## config.mk

```make
export PLATFORM = sky130hd
export DESIGN_NAME = huf_packer
export DESIGN_NICKNAME = d
export VERILOG_FILES = /design/src/hdl/huf_pkg.sv /design/src/hdl/huf_packer.sv
export SDC_FILE = /design/constraint.sdc
export NUM_CORES = 1
export LEC_CHECK = 0
export ABC_AREA = 1
export BUFFER_PORTS_ARGS = -buffer_cell sky130_fd_sc_hd__buf_4
export CORE_MARGIN = 2
export CORE_UTILIZATION = 30
export CTS_CLUSTER_DIAMETER = 200
export DETAILED_ROUTE_END_ITERATION = 8
export SLEW_MARGIN = 20
export SYNTH_ARGS = -nofsm -noshare
export SYNTH_HDL_FRONTEND = slang
export SYNTH_SLANG_ARGS = --single-unit
```

## constraint.sdc

```tcl
create_clock -name clk_i -period 6.75 [get_ports clk_i]
set_clock_uncertainty 0.05 [all_clocks]
set_input_delay 0.3375 -clock clk_i [delete_from_list [all_inputs] [get_ports clk_i]]
set_output_delay 0.3375 -clock clk_i [all_outputs]
set_load 0.02 [all_outputs]
```

## src/hdl/huf_pkg.sv

```systemverilog
`timescale 1ns / 1ps
// ----------------------------------------------------------------------------
// huf_pkg
// Shared types and constants of the escape Huffman bit encoder.
// ----------------------------------------------------------------------------
package huf_pkg;

  localparam int SYM_W        = 8;
  localparam int CODE_W       = 24;
  localparam int LEN_W        = 5;
  localparam int WORD_W       = 32;
  localparam int VB_W         = 6;
  localparam int TABLE_DEPTH  = 256;
  localparam int FIFO_DEPTH   = 4;

  localparam logic [LEN_W-1:0] MAX_CODE_LEN = 5'd24;
  localparam logic [VB_W-1:0]  RAW_BITS     = 6'd8;
  localparam logic [SYM_W-1:0] ESC_INDEX    = 8'd128;

  localparam logic FUNC_WRITE  = 1'b0;
  localparam logic FUNC_SAMPLE = 1'b1;

  typedef struct packed {
    logic              present;
    logic [LEN_W-1:0]  length;
    logic [CODE_W-1:0] code;
  } entry_t;

  typedef struct packed {
    logic              last;
    logic [VB_W-1:0]   valid_bits;
    logic [WORD_W-1:0] packed_word;
  } word_t;

  typedef struct packed {
    logic [1:0] count;
    word_t      first;
    word_t      second;
  } push_t;

endpackage

```

## src/hdl/huf_packer.sv

```systemverilog
`timescale 1ns / 1ps
// ----------------------------------------------------------------------------
// huf_packer
// Appends one sample's bits to the left-aligned accumulator, cuts full words
// and the flush word at block end.
// ----------------------------------------------------------------------------
module huf_packer (
  input  logic                       clk_i,
  input  logic                       rst_ni,
  input  logic                       fire_i,
  input  logic [huf_pkg::SYM_W-1:0]  sym_i,
  input  logic                       block_end_i,
  input  huf_pkg::entry_t            entry_i,
  input  huf_pkg::entry_t            esc_i,
  output huf_pkg::push_t             push_o
);

  logic [huf_pkg::WORD_W-1:0]   acc_q, acc_d;
  logic [huf_pkg::LEN_W-1:0]    cnt_q, cnt_d;
  logic [huf_pkg::VB_W-1:0]     n_bits;
  logic [huf_pkg::WORD_W-1:0]   value;
  logic [huf_pkg::VB_W-1:0]     total;
  logic [6:0]                   shamt;
  logic [2*huf_pkg::WORD_W-1:0] merged;
  logic                         full;
  logic [huf_pkg::LEN_W-1:0]    rem;
  logic [huf_pkg::WORD_W-1:0]   acc_after;
  logic                         flush;

  always_comb begin
    if (entry_i.present) begin
      n_bits = {1'b0, entry_i.length};
      value  = {8'd0, entry_i.code};
    end else if (esc_i.present) begin
      n_bits = {1'b0, esc_i.length} + huf_pkg::RAW_BITS;
      value  = {esc_i.code, sym_i};
    end else begin
      n_bits = huf_pkg::RAW_BITS;
      value  = {24'd0, sym_i};
    end

    // Pending bits sit at the top of acc_q; the new bits land right below them.
    total     = {1'b0, cnt_q} + n_bits;
    shamt     = 7'd64 - {1'b0, total};
    merged    = {acc_q, 32'd0} | ({32'd0, value} << shamt);
    full      = total[5];
    rem       = total[4:0];
    acc_after = full ? merged[31:0] : merged[63:32];
    flush     = block_end_i && (rem != '0);

    push_o.first.packed_word  = full ? merged[63:32] : acc_after;
    push_o.first.valid_bits   = full ? 6'd32 : {1'b0, rem};
    push_o.first.last         = block_end_i;
    push_o.second.packed_word = acc_after;
    push_o.second.valid_bits  = {1'b0, rem};
    push_o.second.last        = 1'b1;
    if (!fire_i) begin
      push_o.count = 2'd0;
    end else begin
      push_o.count = {1'b0, full} + {1'b0, flush};
    end
    // A full word is last only when nothing is left to flush after it.
    if (full && flush) begin
      push_o.first.last = 1'b0;
    end

    acc_d = acc_q;
    cnt_d = cnt_q;
    if (fire_i) begin
      acc_d = block_end_i ? '0 : acc_after;
      cnt_d = block_end_i ? '0 : rem;
    end
  end

  always_ff @(posedge clk_i or negedge rst_ni) begin
    if (!rst_ni) begin
      acc_q <= '0;
      cnt_q <= '0;
    end else begin
      acc_q <= acc_d;
      cnt_q <= cnt_d;
    end
  end

endmodule

```

==> impl_metrics.toml, run 1 <==
[sta]
period_share = 0.818
max_freq_mhz = 181
maxSlewHeadroom = 0.337
tns_ps = 0
finalCriticalPeriod_ps = 5520
final-hold-violation-count = 0
worst_pin_slew_ps = 989
setup_viol = 0
rsz0062_at_grt = "false"
holdWs_ps = 211
final_max_slew_viol_count = 0

[global_routing]
grt.overflow.total = 0
grt_pass1_vias = 6856
grt.total_usage = 0.223
grt_pass1_wl_um = 36400
grt_start_max_net_pins = 59
antenna_found_initial = 0

[critical_path]
start_kind = "input port"
crit_type = "input port to output pin"
crit_top_cell = "nand2_1"
crit_family = "simple AND/OR/NAND/NOR gates"
slowest_delay_ps = 880
crit_chain = "buf_4, inv_1, nor2_2, a22o_1, ha_1, fa_1, inv_1, ha_1, buf_4, clkinv_1, nand3_1, nand3_1, nand2_1, nand2_1, nand2_1, nand2_1, nand3_2, nand3_2, nand2_1, nand2_1, buf_4"
worst-path-buf-inv = 6
critPathRequiredTime_ps = 6360
endpoint_kind = "output pin"
cp_max_fo = 35
slowest_stage = "clkinv_1"
arrival_ps = 5130

[power]
total_power_uw = 4320
peakVddDrop_mv = 0.415
leakagePower_uw = 0.00390
p_per_area_mw_per_mm2 = 604

[synth]
syn-num-nets = 1132
synth_warnings = 0
synth.distinct_cells = 36
synth-edff-count = 0
synth_ff_type = "dfrtp_1"
synth_area_per_cell_um2 = 5.66
synth_seq_area_share = 0.156
postSynthCellCount = 1049
synth-seq-cells = 37
synthArstFlopShare = 1.00
syn_area_mm2 = 0.00593

[flow_run]
cap_violations = 0

[layout]
final_common_cell = "nand2_1"
final_cell_mix = "nand2_1 (404), nand3_1 (309), buf_4 (155), inv_1 (49), dfrtp_1 (37)"
final_cells = 1409
nNetsFinal = 1227
syn_to_final_growth_pct = 20.6
n_antenna_cell = 0
drive_gt1_frac = 0.210
utilization = 0.368

[clocking]
clock_latency_ps = 290
clkSinkCount = 37
cts_tree = "done"
htree_levels = 2
cts_resized = 0
cts_root_buf = "clkbuf_16"
clockBufferDepth = 2
cts_made_buffers = 5
cts_setup_buffers = 0
clk_pin_slew_ps = 50

[floorplanning]
initial_core_util = 0.305
die_h_um = 145
core_mm2 = 0.0195
die_x_um = 145
row_count = 51
die_area_mm2 = 0.0209
ioPinCount = 152

[routing]
drc = 0
dr.pass1.iters = 6
viasPerCell = 5.13
wl_per_cell_um = 16.5
postRouteAntennaNets = 0
drtIter0Drc = 777
vias = 7225
wirelength_um = 23200

[placed_design]
gp_congestion = 0.987
portBuffers = 149
placed_cells = 1401
dp_hpwl_um = 18200

[run_status]
status = "completed"

[worst_hold_path]
hp-class = "input port to flop"
synth_stat cells (2+ instances only):
| cell | instances | share of area |
|---|---|---|
| inv_4 | 3 | 0.0032 |
| clkbuf_1 | 17 | 0.011 |
| buf_4 | 9 | 0.011 |
| buf_6 | 12 | 0.023 |
| nor2_4 | 2 | 0.0038 |
| nand3b_1 | 13 | 0.016 |
| a21oi_1 | 12 | 0.010 |
| a22o_1 | 4 | 0.0059 |
| nand2_8 | 2 | 0.0067 |
| nand4_1 | 14 | 0.015 |
| nand3_1 | 309 | 0.26 |
| dfrtp_1 | 37 | 0.16 |
| inv_1 | 49 | 0.031 |
| or2_2 | 3 | 0.0032 |
| nand2_1 | 404 | 0.26 |
| nand3_2 | 20 | 0.034 |
| o21ai_1 | 12 | 0.010 |
| buf_2 | 28 | 0.024 |
| ha_1 | 10 | 0.021 |
| nand2_4 | 7 | 0.013 |
| inv_2 | 3 | 0.0019 |
| o21ai_0 | 8 | 0.0067 |
| nor2_1 | 26 | 0.016 |
| conb_1 | 2 | 0.0013 |
| nor2_8 | 2 | 0.0067 |
| nor2_2 | 3 | 0.0032 |
| nand3b_2 | 3 | 0.0057 |
| nand2_2 | 27 | 0.028 |
sequential cells by signal (all words and copies together), names as in the netlist:
signal and flops:
acc_q 32, cnt_q 5
metal layers:
layer	track usage	routed length, um	vias up
li1	-	-	3661
met1	0.293	10200	3267
met2	0.380	11000	252
met3	0.0272	1280	45
met4	0.0741	693	0
met5	0	0	-
cell type report:
| cell class | instances | area, um2 |
|---|---|---|
| Clock buffer | 7 | 143 |
| Fill cell | 2163 | 12300 |
| Inverter | 57 | 223 |
| Multi-Input combinational cell | 887 | 4360 |
| Sequential cell | 37 | 926 |
| Tap cell | 265 | 332 |
| Timing Repair Buffer | 156 | 1170 |
worst paths after layout:
kind	start	end	slack, ps	cells past startpoint
max in group asynchronous	rst_ni	acc_q[21]	5770	2
min reg2reg	acc_q[16]	acc_q[16]	420	2
min in group asynchronous	rst_ni	cnt_q[1]	510	2
min	fire_i	acc_q[31]	210	2
max reg2reg	cnt_q[0]	acc_q[28]	2230	18
max	esc_i[29]	push_o[28]	1230	21
timing repair:
item	4_1_cts	5_1_grt
hold buffers	1	0
endpoints found under the hold margin	13	0
setup endpoints to repair	0	0
logic make-up after synthesis:
family,Yosys count,share of synthesized area
buffers and inverters,125,0.110
DFF,37,0.156
other,2,0.00127
and+or+nand+nor,837,0.672
adders and majority gates,11,0.0245
AOI/OAI and AO/OA,37,0.0356
stage by stage:
step / area, um2 / setup slack (ps)
5_1_grt: 7150 / 816
6_report: 7150 / 1230
3_5_place_dp: 7000 / 1390
3_3_place_gp: 7000 / 1490
4_1_cts: 7150 / 1400
2_1_floorplan: 5930 / 2550
report_power, final:
| part | leakage (uW) | internal [uW] | switching [uW] |
|---|---|---|---|
| registers | 0.000489 | 314 | 46.1 |
| clock network | 0.0000700 | 145 | 92.7 |
| logic | 0.00335 | 1240 | 2490 |
(Power assumes the default switching activity.)
==> run 2, diff against run 1 <==
==> constraint.sdc (replaced) <==
create_clock -name clk_i -period 5.1 [get_ports clk_i]
set_clock_uncertainty 0.05 [all_clocks]
set_input_delay 0.255 -clock clk_i [delete_from_list [all_inputs] [get_ports clk_i]]
set_output_delay 0.255 -clock clk_i [all_outputs]
set_load 0.02 [all_outputs]
==> run 2 against run 1 <==
Against the previous run:
- critical path type unchanged
- cell count is 0.43% higher
- wire length is 1.3% higher
- total power is 34% higher
- via count is 1.5% higher
- clock power is 27% higher
- largest power group unchanged
- critical endpoint is now push_o[0]
==> impl_metrics.toml, run 2 (same netlist as run 1, synthesis figures left out) <==
[global_routing]
grt_start_max_net_pins = 44
grt_pass1_vias = 6827
antenna_found_initial = 0
grt.overflow.total = 0
grt.total_usage = 0.225
grt_pass1_wl_um = 36500

[clocking]
clockBufferDepth = 2
clock_latency_ps = 280
cts_setup_buffers = 0
cts_made_buffers = 5
clkSinkCount = 37
clk_pin_slew_ps = 50
htree_levels = 2
cts_resized = 0
cts_root_buf = "clkbuf_16"
cts_tree = "done"

[layout]
syn_to_final_growth_pct = 21.1
drive_gt1_frac = 0.212
largest_register_ffs = 32
final_common_cell = "nand2_1"
reg_top3 = "acc_q x32, cnt_q x5"
n_antenna_cell = 0
nNetsFinal = 1232
final_cell_mix = "nand2_1 (404), nand3_1 (309), buf_4 (160), inv_1 (49), dfrtp_1 (37)"
final_area_mm2 = 0.00718
regMostFlops = "acc_q"
utilization = 0.369

[routing]
viasPerCell = 5.18
wl_per_cell_um = 16.6
drc = 0
drtIter0Drc = 600
dr.pass1.iters = 7
wirelength_um = 23500
vias = 7331
postRouteAntennaNets = 0

[critical_path]
endpoint_kind = "output pin"
crit_type = "input port to output pin"
crit_chain = "buf_4, nor2_2, a22o_1, ha_1, fa_1, inv_1, ha_1, nand2_2, inv_1, nand2_2, inv_1, ha_1, inv_1, buf_4, nand3_1, a21oi_1, nand2_1, nand2_1, nand2_1, nand2_1, buf_4"
start_kind = "input port"
slowest_delay_ps = 570
arrival_ps = 3970
r2r_setup_slack_ps = 1500
slowest_stage = "fa_1"
rr_worst_depth = 18
timing.rr.start = "cnt_q[0]"
cp_max_fo = 34
critPathRequiredTime_ps = 4800
r2r-end = "acc_q[25]"

[worst_hold_path]
whs_endpoint = "acc_q[31]"
hp-start = "fire_i"
hp-class = "input port to flop"
hold_depth = 2

[sta]
setup_viol = 0
period_share = 0.838
finalCriticalPeriod_ps = 4270
max_freq_mhz = 234
final_max_slew_viol_count = 0
maxSlewHeadroom = 0.412
rsz0062_at_grt = "false"
final-hold-violation-count = 0
holdWs_ps = 140
tns_ps = 0
worst_pin_slew_ps = 881

[floorplanning]
die_h_um = 145
row_count = 51
die_x_um = 145
ioPinCount = 152
die_area_mm2 = 0.0209
core_mm2 = 0.0195
initial_core_util = 0.305

[placed_design]
dp_hpwl_um = 18800
gp_congestion = 0.961
dpl-instance-area_mm2 = 0.00704
portBuffers = 149

[power]
power_switching_uw = 3530
clockPowerShare = 0.052
seq_power_share = 0.082
p_sw_frac = 0.610
p_per_area_mw_per_mm2 = 806
peakVddDrop_mv = 0.563
power_frac_comb = 0.865
total_power_uw = 5790
leakagePower_uw = 0.00392
p_int_uw = 2260

[run_status]
status = "completed"

[flow_run]
cap_violations = 0
-- run 2: worst max-delay path by stage --
stage / cells after the start / slack (ps) / startpoint / endpoint
2_1_floorplan: 19 / 1060 / entry_i[29] / push_o[3]
3_3_place_gp: 20 / 920 / entry_i[29] / push_o[25]
3_5_place_dp: 21 / 810 / entry_i[29] / push_o[2]
4_1_cts: 21 / 820 / entry_i[29] / push_o[2]
5_1_grt: 20 / 460 / entry_i[29] / push_o[2]
6_report: 21 / 830 / entry_i[29] / push_o[0]
-- run 2: repair_timing --
action / 4_1_cts / 5_1_grt
endpoints found under the hold margin: 37 / 0
hold buffers: 1 / 0
setup endpoints to repair: 0 / 0
-- run 2: stage by stage --
step | cells | setup WS [ps]
floorplan | 1049 | 1060
CTS | 1415 | 820
global route | 1415 | 458
finish | 1415 | 826
detailed placement | 1406 | 812
global placement | 1406 | 923
-- run 2: final cells by class --
class                      instances  area [um2]
fill                            2223       12300
timing repair buffer             161        1210
sequential                        37         926
multi-input combinational        887        4360
clock buffer                       8         136
inverter                          57         223
tap                              265         332
-- run 2: power by group through the flow --
stage          registers (uW)  logic [uW]  clock network [uW]
4_1_cts                   476        4990                 307
6_report                  477        5010                 302
2_1_floorplan             465        3360                   0
5_1_grt                   492        5450                 324
3_3_place_gp              476        4970                   0
3_5_place_dp              479        4970                   0
-- run 2: routing by layer --
metal	part of all wire	vias to the layer above	global-route usage	wire length, um
met5	0	-	0	0
met1	0.43	3362	0.289	10200
met2	0.48	250	0.390	11300
met3	0.060	44	0.0318	1410
met4	0.029	0	0.0669	671
li1	-	3675	-	-
-- run 2: worst max-delay path, delay by kind of cell --
family	cells	cell delay, ps
AO/OA/AOI/OAI	2	380
buffers and inverters	7	1110
adder cells (fa/ha/maj)	4	1470
AND/OR/NAND/NOR	8	750
