===== src/hdl/huf_pkg.sv =====
`timescale 1ns / 1ps
// ----------------------------------------------------------------------------
// huf_pkg
// Shared types and constants of the escape Huffman bit encoder.
// ----------------------------------------------------------------------------
package huf_pkg;

  localparam int SYM_W        = 8;
  localparam int CODE_W       = 24;
  localparam int LEN_W        = 5;
  localparam int WORD_W       = 32;
  localparam int VB_W         = 6;
  localparam int TABLE_DEPTH  = 256;
  localparam int FIFO_DEPTH   = 4;

  localparam logic [LEN_W-1:0] MAX_CODE_LEN = 5'd24;
  localparam logic [VB_W-1:0]  RAW_BITS     = 6'd8;
  localparam logic [SYM_W-1:0] ESC_INDEX    = 8'd128;

  localparam logic FUNC_WRITE  = 1'b0;
  localparam logic FUNC_SAMPLE = 1'b1;

  typedef struct packed {
    logic              present;
    logic [LEN_W-1:0]  length;
    logic [CODE_W-1:0] code;
  } entry_t;

  typedef struct packed {
    logic              last;
    logic [VB_W-1:0]   valid_bits;
    logic [WORD_W-1:0] packed_word;
  } word_t;

  typedef struct packed {
    logic [1:0] count;
    word_t      first;
    word_t      second;
  } push_t;

endpackage


===== src/hdl/huf_out_fifo.sv =====
`timescale 1ns / 1ps
// ----------------------------------------------------------------------------
// huf_out_fifo
// Small result queue: takes up to two words per cycle, hands one out on ready.
// ----------------------------------------------------------------------------
module huf_out_fifo (
  input  logic           clk_i,
  input  logic           rst_ni,
  input  huf_pkg::push_t push_i,
  output logic           room_o,
  output logic           out_valid_o,
  input  logic           out_ready_i,
  output huf_pkg::word_t out_word_o
);

  huf_pkg::word_t mem_q [huf_pkg::FIFO_DEPTH];
  logic [1:0]     wr_ptr_q, wr_ptr_d;
  logic [1:0]     rd_ptr_q, rd_ptr_d;
  logic [2:0]     cnt_q, cnt_d;
  logic           pop;
  logic [1:0]     wr_ptr_nx;

  always_comb begin
    pop       = (cnt_q != 3'd0) && out_ready_i;
    wr_ptr_nx = wr_ptr_q + 2'd1;
    wr_ptr_d  = wr_ptr_q + push_i.count;
    rd_ptr_d  = rd_ptr_q + {1'b0, pop};
    cnt_d     = cnt_q + {1'b0, push_i.count} - {2'd0, pop};
  end

  // Room for a worst-case item of two words, ignoring a pop in the same cycle.
  assign room_o      = (cnt_q <= 3'd2);
  assign out_valid_o = (cnt_q != 3'd0);
  assign out_word_o  = mem_q[rd_ptr_q];

  always_ff @(posedge clk_i) begin
    if (push_i.count != 2'd0) begin
      mem_q[wr_ptr_q] <= push_i.first;
    end
    if (push_i.count == 2'd2) begin
      mem_q[wr_ptr_nx] <= push_i.second;
    end
  end

  always_ff @(posedge clk_i or negedge rst_ni) begin
    if (!rst_ni) begin
      wr_ptr_q <= '0;
      rd_ptr_q <= '0;
      cnt_q    <= '0;
    end else begin
      wr_ptr_q <= wr_ptr_d;
      rd_ptr_q <= rd_ptr_d;
      cnt_q    <= cnt_d;
    end
  end

endmodule


===== config.mk =====
export PLATFORM = sky130hd
export DESIGN_NAME = huf_out_fifo
export DESIGN_NICKNAME = d
export VERILOG_FILES = /design/src/hdl/huf_pkg.sv /design/src/hdl/huf_out_fifo.sv
export SDC_FILE = /design/constraint.sdc
export NUM_CORES = 1
export LEC_CHECK = 0
export BUFFER_PORTS_ARGS = -buffer_cell sky130_fd_sc_hd__buf_2
export CORE_ASPECT_RATIO = 0.9
export CORE_MARGIN = 2
export CORE_UTILIZATION = 43
export CTS_CLUSTER_DIAMETER = 200
export DETAILED_ROUTE_END_ITERATION = 12
export GPL_TIMING_DRIVEN = 1
export PLACE_DENSITY_LB_ADDON = 0.05
export REMOVE_ABC_BUFFERS = 1
export SLEW_MARGIN = 40
export SYNTH_ARGS = -nofsm -noshare
export SYNTH_HDL_FRONTEND = slang
export SYNTH_SLANG_ARGS = --single-unit

===== constraint.sdc =====
create_clock -name clk_i -period 6.92 [get_ports clk_i]
set_clock_uncertainty 0.05 [all_clocks]
set_input_delay 1.384 -clock clk_i [delete_from_list [all_inputs] [get_ports clk_i]]
set_output_delay 1.384 -clock clk_i [all_outputs]
set_load 0.02 [all_outputs]

==> summary.md, run 1 <==
| Metric | Value |
|---|---|
| Antenna Nets Post-Route | `0` |
| Antenna violations before repair | `1` |
| Worst-path clk slew | `60 ps` |
| Register area share after synthesis | `0.6096` |
| Maximum clock frequency | `around 280 MHz` |
| DR iter-0 viols | `226` |
| Setup crit end kind | `output pin` |
| Final core utilization | `0.5191` |
| Hold slack | `approximately 530 ps` |
| Slowest cell delay on critical path | `roughly 550 ps` |
| Pins over their slew limit | `0` |
| Routability Congestion | `roughly 0.71` |
| Clk Latency, worst-skew pair | `around 420 ps` |
| Clk buf depth | `2` |
| Total power | `around 4 mW` |
| Worst-margin pin slew | `roughly 830 ps` |
| Top Ports | `~120` |
| Post-synthesis cell type count | `29` |
| VDD IR max | `roughly 0.20 mV` |
| YS warnings | `0` |
| Final wirelength | `roughly 17 mm` |
| Synth top area share | `0.5877` |
| Post-route clock period utilization | `0.5220` |
| Worst reg2reg endpoint | `mem_q[2][0]` |
| Cell Area, Synth | `between 0.007 and 0.008 mm²` |
| Fin crit period | `roughly 3600 ps` |
| Setup repair bufs after CTS | `0` |
| Final hold viol count | `0` |
| Setup WS post-layout | `~3300 ps` |
| Crit path max-delay cell type | `mux4_2` |
| Vias post-DR | `4287` |
| CP Launch Type | `flop` |
| Die area | `0.01964 mm²` |
| Most frequent cells after synthesis | `edfxtp_1 (156), mux2_2 (133), mux4_2 (39)` |
| CTS tree | `done` |
| Cts hold-fix bufs | `0` |
| Number of max-cap violations | `0` |
| Slew margin rel. | `0.4467` |
| Critical Path RT | `approximately 5500 ps` |
| Die H | `133.2 µm` |
| Buffers on Ports | `about 120` |
| Status | `finished, final reports clean` |
| CTS Root Cell | `clkbuf_16` |
| Hold Path Depth | `1` |
| R2R cell count | `4` |
| Post-synth EDFFs | `about 160` |
| PD cells | `about 420 mW/mm²` |
| R2R Setup Slk | `4250 ps` |
| Final setup fails | `0` |
| Critical path, cell by cell | `buf_12, buf_12, mux4_2, buf_2` |
| Resize count post-CTS | `0` |
| Leakage power | `roughly 3.4 nW` |
| Synth top area cells | `edfxtp_1 (59%), mux2_2 (19%), mux4_2 (11%)` |
| Post-route cell area | `~0.0095 mm²` |
| Placed inst area | `~0.0089 mm²` |
| Core area | `around 0.018 mm²` |
| Top-count cell post-synth | `edfxtp_1` |
| Die width | `around 150 µm` |
| Vias per Instance | `between 5 and 6` |
| Global-route wire length before repair | `around 27 mm` |
| Hold Crit Endpoint | `cnt_q[2]` |
| # DRC | `0` |
| Dpl hpwl | `approximately 11 mm` |
| Vias in the first global route | `roughly 4600` |
| Worst slack, placed | `3215 ps` |
| DR WL/cell | `between 20 and 25 µm` |
| Pre-antenna DRT Iters | `4` |
| Critical R2R Launch | `wr_ptr_q[1]` |
| Cell mode on critical path | `buf_12` |
| Ys flop type | `edfxtp_1` |
| Worst Hold Launch | `cnt_q[2]` |
| GRT Overall Usage | `0.1855` |
| RSZ-0062 raised after global routing | `no` |
| GRT overflow | `0` |
| Largest net degree at the start of global routing | `slightly above 40` |
| Final std cells w/o fill | `between 800 and 900` |
| Area Growth Syn to Fin | `19.10%` |
| CTS buffer count | `17` |
| Hold WC Path Type | `flop to flop` |
| Setup TNS | `0 ps` |
| Starting Density | `0.4359` |
| Syn avg cell area | `between 15 and 20 µm²` |
| Peak fanout along the critical path | `19` |
| CP arrival | `2180 ps` |
| Num rows | `47` |
| Leading area contributor after synthesis | `edfxtp_1` |
| Layout cells sized above 1 | `0.6378` |
| Clock sinks | `approximately 160` |
| Placed cell count | `just under 800` |
| WS Path Type | `flop to output pin` |
| Final #Nets | `~630` |
| H-tree Lvls | `4` |
| Async S/R FF share, synth | `0.04294` |
| Post-synthesis cell count | `approximately 420` |
| Synth Register Bits | `about 160` |
## power by group
group / internal (mW) / leakage, nW / switching (mW)
Combinational: 0.627 / 1.55 / 0.831
Clock: 0.593 / 0.289 / 0.369
Sequential: 1.47 / 1.54 / 0.119
## area by class of cell
class                      count  area, µm²
sequential                   163       4865
clock inverter                13      167.7
multi-input combinational    222       2965
inverter                       5      18.77
tap                          245      306.5
clock buffer                  17      425.4
timing repair buffer         135      743.2
fill                        1528       8795
antenna                        1      2.502
## logic make-up after synthesis
group           Yosys count  share of synthesized area
mux                     197                     0.3378
flops                   163                     0.6096
buf+inv                  32                    0.02307
simple gates              8                   0.009889
compound gates            7                   0.005807
xor+xnor                  6                   0.006592
fa+ha+maj                 4                   0.007221
## critical path: cells and delay by family (launching register included)
family,cells,cell delay [ps]
mux,1,550
buf+inv,3,630
flops,1,540
## registers in the layout, indices dropped and copies added, names as in the netlist
register  count
mem_q       156
wr_ptr_q      2
cnt_q         3
rd_ptr_q      2
## routing by layer
layer | track usage | routed length (µm) | vias up
met5 | 0 | 0 | -
met1 | 0.2426 | 7593 | 2219
met4 | 0.04594 | 161 | 0
met2 | 0.3078 | 8645 | 102
li1 | - | - | 1954
met3 | 0.05342 | 831 | 12
## worst max-delay path by stage
stage,startpoint,to,slack [ps]
2_1_floorplan,push_i[78],mem_q[0][0],1680
3_3_place_gp,push_i[78],mem_q[2][16],3230
3_5_place_dp,push_i[78],mem_q[2][9],3220
4_1_cts,rd_ptr_q[0],out_word_o[38],3260
5_1_grt,rd_ptr_q[0],out_word_o[18],3210
6_report,rd_ptr_q[0],out_word_o[38],3310
## layout by cell type, fill, tap and decap left out, types with 4 or more instances in the layout
master / instances
xnor2_1: 5
buf_2: 123
mux2_1: 13
mux2_4: 10
buf_4: 9
edfxtp_1: 156
inv_1: 5
clkbuf_16: 17
clkinv_2: 5
mux4_2: 39
mux2_2: 133
dfrtp_1: 5
bufinv_16: 4
(Power assumes the default switching activity.)
==> run 2, diff against run 1 <==
==> constraint.sdc (replaced) <==
create_clock -name clk_i -period 3.2 [get_ports clk_i]
set_clock_uncertainty 0.05 [all_clocks]
set_input_delay 0.64 -clock clk_i [delete_from_list [all_inputs] [get_ports clk_i]]
set_output_delay 0.64 -clock clk_i [all_outputs]
set_load 0.02 [all_outputs]
==> run 2 against run 1 <==
Compared with the run above: sequential power grew 120%; power up 120%; first-iteration DRC count down 15%; flip-flop and latch count is the same; core utilization is 0.35 points higher; highest routed layer unchanged.
==> summary.md, run 2 (synthesized netlist as in run 1, its figures left out) <==
| Metric | Value |
|---|---|
| Status | `finished, final reports clean` |
| Worst-path clk slew | `about 60 ps` |
| Pre-antenna DRT Iters | `4` |
| Total power | `8.676 mW` |
| Most flop-heavy register | `mem_q` |
| R2R cell count | `3` |
| Core area | `between 0.015 and 0.02 mm²` |
| Setup crit end kind | `output pin` |
| Regs by FF count | `mem_q (156), cnt_q (3)` |
| DR iter-0 viols | `between 150 and 200` |
| Setup crit start | `rd_ptr_q[0]` |
| Final setup fails | `0` |
| Worst reg2reg endpoint | `mem_q[3][20]` |
| Max reg flops | `between 150 and 200` |
| Slew margin rel. | `0.5738` |
| Layout cells sized above 1 | `0.6401` |
| Top Ports | `between 100 and 150` |
| CTS buffer count | `17` |
| GRT Overall Usage | `0.1945` |
| Critical Path End | `out_word_o[6]` |
| Critical Path RT | `2510 ps` |
| PD cells | `about 910 mW/mm²` |
| Die area | `around 0.020 mm²` |
| Die width | `approximately 150 µm` |
| RSZ-0062 raised after global routing | `no` |
| Vias post-DR | `~4300` |
| CTS tree | `done` |
| Vias in the first global route | `~4800` |
| Crit path max-delay cell type | `dfrtp_4` |
| Most frequent cells in the layout | `edfxtp_1 (156), mux2_2 (133), buf_2 (123)` |
| Critical path, cell by cell | `buf_4, mux4_2, buf_2` |
| Area Growth Syn to Fin | `19.90%` |
| Antenna Nets Post-Route | `0` |
| GRT overflow | `0` |
| VDD IR max | `~0.54 mV` |
| Pins over their slew limit | `0` |
| CP arrival | `approximately 2100 ps` |
| Final #Nets | `638` |
| H-tree Lvls | `4` |
| # DRC | `0` |
| R2R Setup Slk | `950 ps` |
| WS Path Type | `flop to output pin` |
| Vias per Instance | `between 5 and 6` |
| Routability Congestion | `~0.7` |
| Hold slack | `~450 ps` |
| Dpl hpwl | `between 10 and 15 mm` |
| Worst-margin pin slew | `637.8 ps` |
| Starting Density | `0.4359` |
| Clk buf depth | `2` |
| Peak fanout along the critical path | `16` |
| Critical R2R Launch | `wr_ptr_q[1]` |
| Most common cell after layout, fill and taps aside | `edfxtp_1` |
| Final hold viol count | `0` |
| Post-route clock period utilization | `0.8699` |
| Largest net degree at the start of global routing | `41` |
| Fin crit period | `roughly 2800 ps` |
| Number of max-cap violations | `0` |
| DR WL/cell | `roughly 22 µm` |
| Clk Latency, worst-skew pair | `about 420 ps` |
| Maximum clock frequency | `359.3 MHz` |
| Antenna violations before repair | `2` |
| CP Launch Type | `flop` |
| Slowest cell delay on critical path | `between 600 and 700 ps` |
| Global-route wire length before repair | `roughly 28 mm` |
| Final wirelength | `about 18 mm` |
| Die H | `133.2 µm` |
| Num rows | `47` |
| Clock sinks | `163` |
| Buffers on Ports | `~120` |
| Leakage power | `between 3 and 4 nW` |
| CTS Root Cell | `clkbuf_16` |
| Hold WC Path Type | `input port to flop` |
[run 2: area by class of cell]
type	count	area [µm²]
diodes	2	5.005
clock buffers	17	425.4
clock inverters	15	141.4
fillers	1537	8731
inverters	5	18.77
multi-input cells	222	2965
flip-flops and latches	163	4865
well taps	245	306.5
repair buffers	142	830.8
[run 2: through the flow]
stage	setup TNS [ps]	cells	area, µm²	utilization	setup WS [ps]
2_1_floorplan	-50600	390	7806	-	-1297
3_3_place_gp	0	775	8949	0.4893	724.7
3_5_place_dp	0	775	8949	0.4893	697.8
4_1_cts	0	808	9525	0.5208	352.1
5_1_grt	0	810	9555	0.5225	289.3
6_report	0	811	9558	0.5226	416.4
[run 2: timing repair]
| action | in CTS | in global routing |
|---|---|---|
| gates resized for setup | 0 | 0 |
| endpoints found under the hold margin | 7 | 0 |
| hold buffers | 1 | 0 |
| buffers inserted | 0 | 0 |
[run 2: worst min-delay path by stage]
stage               cells after the start           to  slack [ps]   startpoint
floorplan                               0     cnt_q[0]         290       rst_ni
global placement                        1     cnt_q[0]         440       rst_ni
detailed placement                      1     cnt_q[0]         440       rst_ni
CTS                                     3  rd_ptr_q[0]         430  out_ready_i
global route                            3  rd_ptr_q[0]         440  out_ready_i
finish                                  3  rd_ptr_q[0]         450  out_ready_i
[run 2: worst max-delay path, delay by kind of cell (launching register included)]
kind	cells	cell delay, ps
flops	1	650
buf+inv	2	470
mux	1	540
[run 2: report_power, final]
part / internal (mW) / total, mW / switching (mW) / leakage (nW)
clock: 1.14 / 1.99 / 0.846 / 0.275
combinational: 1.42 / 3.25 / 1.83 / 1.60
sequential: 3.18 / 3.44 / 0.259 / 1.54
[run 2: routing by layer]
| metal | track usage | vias to the layer above | part of all wire |
|---|---|---|---|
| met1 | 0.2496 | 2246 | 0.43 |
| met5 | 0 | - | 0 |
| li1 | - | 1981 | - |
| met3 | 0.04897 | 17 | 0.046 |
| met2 | 0.3310 | 104 | 0.51 |
| met4 | 0.05342 | 0 | 0.014 |
==> run 3, diff against run 2 <==
--- a/config.mk
+++ b/config.mk
@@ -8,7 +8,7 @@
 export BUFFER_PORTS_ARGS = -buffer_cell sky130_fd_sc_hd__buf_2
 export CORE_ASPECT_RATIO = 0.9
 export CORE_MARGIN = 2
-export CORE_UTILIZATION = 43
+export CORE_UTILIZATION = 40
 export CTS_CLUSTER_DIAMETER = 200
 export DETAILED_ROUTE_END_ITERATION = 12
 export GPL_TIMING_DRIVEN = 1
==> run 3 against run 2 <==
Compared with the run above: maximum frequency is 2.3% lower; cell area is 0.14% lower; power is 0.51% lower; die area is 7.3% higher; first-iteration DRC count is 11% higher; global-route usage is 1.2 points lower; combinational power is 3% lower; highest routed layer unchanged.
==> summary.md, run 3 (synthesized netlist as in run 1, its figures left out) <==
| Metric | Value |
|---|---|
| GRT overflow | `0` |
| CTS tree | `done` |
| Most flop-heavy register | `mem_q` |
| Vias post-DR | `~4300` |
| Peak fanout along the critical path | `21` |
| WS Path Type | `flop to output pin` |
| Leakage power | `roughly 3.4 nW` |
| RSZ-0062 raised after global routing | `no` |
| Starting Density | `0.4122` |
| CTS buffer count | `17` |
| Clock sinks | `between 150 and 200` |
| Worst-margin pin slew | `762.2 ps` |
| Placed inst area | `0.008967 mm²` |
| DR WL/cell | `around 23 µm` |
| Post-route cell area | `roughly 0.0095 mm²` |
| Most common cell after layout, fill and taps aside | `edfxtp_1` |
| Largest net degree at the start of global routing | `40` |
| Global-route wire length before repair | `roughly 28 mm` |
| Hold WC Path Type | `input port to flop` |
| Final core utilization | `0.4935` |
| Die area | `around 0.021 mm²` |
| Clk buf depth | `2` |
| Die width | `about 150 µm` |
| Top Ports | `about 120` |
| Post-route clock period utilization | `0.8902` |
| Final wirelength | `between 15 and 20 mm` |
| Setup crit end kind | `output pin` |
| Area Growth Syn to Fin | `19.73%` |
| CP arrival | `2160 ps` |
| Hold slack | `roughly 460 ps` |
| Critical Path RT | `roughly 2500 ps` |
| Vias per Instance | `around 5.3` |
| Core area | `~0.019 mm²` |
| Pre-antenna DRT Iters | `4` |
| Layout cells sized above 1 | `0.6423` |
| VDD IR max | `about 0.51 mV` |
| Slowest cell delay on critical path | `approximately 740 ps` |
| Num rows | `between 40 and 50` |
| Buffers on Ports | `around 120` |
| Routability Congestion | `approximately 0.73` |
| Slew margin rel. | `0.4905` |
| Final std cells w/o fill | `815` |
| Maximum clock frequency | `351.0 MHz` |
| Most frequent cells in the layout | `edfxtp_1 (156), mux2_2 (133), buf_2 (123)` |
| Die H | `approximately 140 µm` |
| Resize count post-CTS | `0` |
| Number of max-cap violations | `0` |
| Clk Latency, worst-skew pair | `approximately 420 ps` |
| GRT Overall Usage | `0.1822` |
| Critical path, cell by cell | `buf_4, mux4_2, buf_2` |
| Final hold viol count | `0` |
| Pins over their slew limit | `0` |
| Status | `finished, final reports clean` |
| Vias in the first global route | `between 4000 and 5000` |
| H-tree Lvls | `4` |
| Regs by FF count | `mem_q (156), cnt_q (3)` |
| Worst-path clk slew | `about 60 ps` |
| Antenna violations before repair | `3` |
| CTS Root Cell | `clkbuf_16` |
| Placed cell count | `between 700 and 800` |
| CP Launch Type | `flop` |
| Final setup fails | `0` |
| Crit path max-delay cell type | `dfrtp_4` |
| Dpl hpwl | `about 11 mm` |
| Kind of cell adding the most delay to the critical path | `flip-flops` |
| DR iter-0 viols | `approximately 210` |
| PD cells | `between 900 and 1000 mW/mm²` |
| Final #Nets | `636` |
| Fin crit period | `about 2800 ps` |
| Antenna Nets Post-Route | `0` |
| Crit path buffers/inverters | `2` |
| Max reg flops | `around 160` |
| # DRC | `0` |
-- run 3: changes by cell type in the layout (fill, tap and decap cells not counted) --
cell / delta
inv_6: +3
buf_4: -2
clkinv_1: -3
clkinvlp_4: +3
clkinv_2: -2
clkbuf_1: +1
bufinv_16: -1
diode_2: +1
clkinv_4: -1
-- run 3: per-stage QoR --
stage	TNS (ps)	worst slack (ps)	power, mW
after floorplan	-50600	-1297	5.554
after global placement	0	645.9	6.749
after detailed placement	0	632.7	6.834
after CTS	0	261.6	8.774
after global routing	0	212.1	9.072
final	0	351.4	8.632
-- run 3: metal layers --
layer	up-vias	track usage	routed length [µm]
met2	101	0.3084	9136
met5	-	0	0
met4	0	0.05144	187
met3	12	0.04625	805
li1	1979	-	-
met1	2233	0.2357	8210
-- run 3: area by class of cell --
class / count / area [µm²]
Clock buffer: 18 / 429.2
Timing Repair Buffer: 140 / 815.8
Clock inverter: 14 / 130.1
Inverter: 5 / 18.77
Multi-Input combinational cell: 222 / 2965
Antenna cell: 3 / 7.507
Tap cell: 250 / 312.8
Sequential cell: 163 / 4865
Fill cell: 1638 / 9794
-- run 3: worst paths after layout --
check	start	to	slack, ps	cells past startpoint
worst max register to register	wr_ptr_q[1]	mem_q[3][13]	920	3
worst min register to register	cnt_q[2]	cnt_q[2]	520	1
min in group asynchronous	rst_ni	cnt_q[0]	540	2
worst min-delay path	out_ready_i	rd_ptr_q[0]	460	3
worst max-delay path	rd_ptr_q[0]	out_word_o[36]	350	3
max in group asynchronous	rst_ni	rd_ptr_q[0]	2380	2
-- run 3: power by group --
group	switching (mW)	internal (mW)	leakage [nW]	total, mW
registers	0.347	3.18	1.54	3.52
logic	1.75	1.41	1.59	3.16
clock network	0.867	1.08	0.260	1.95
total	2.97	5.66	3.39	8.63
-- run 3: repair_timing --
item,CTS,global route
endpoints found under the hold margin,7,0
endpoints found under the setup margin,0,0
hold buffers,1,0
setup buffers,0,0
-- run 3: worst reg2reg max path: cells and delay by family (launching register included) --
| family | cells | cell delay, ps |
|---|---|---|
| buffers and inverters | 2 | 640 |
| and+or+nand+nor | 1 | 640 |
| DFF | 1 | 620 |
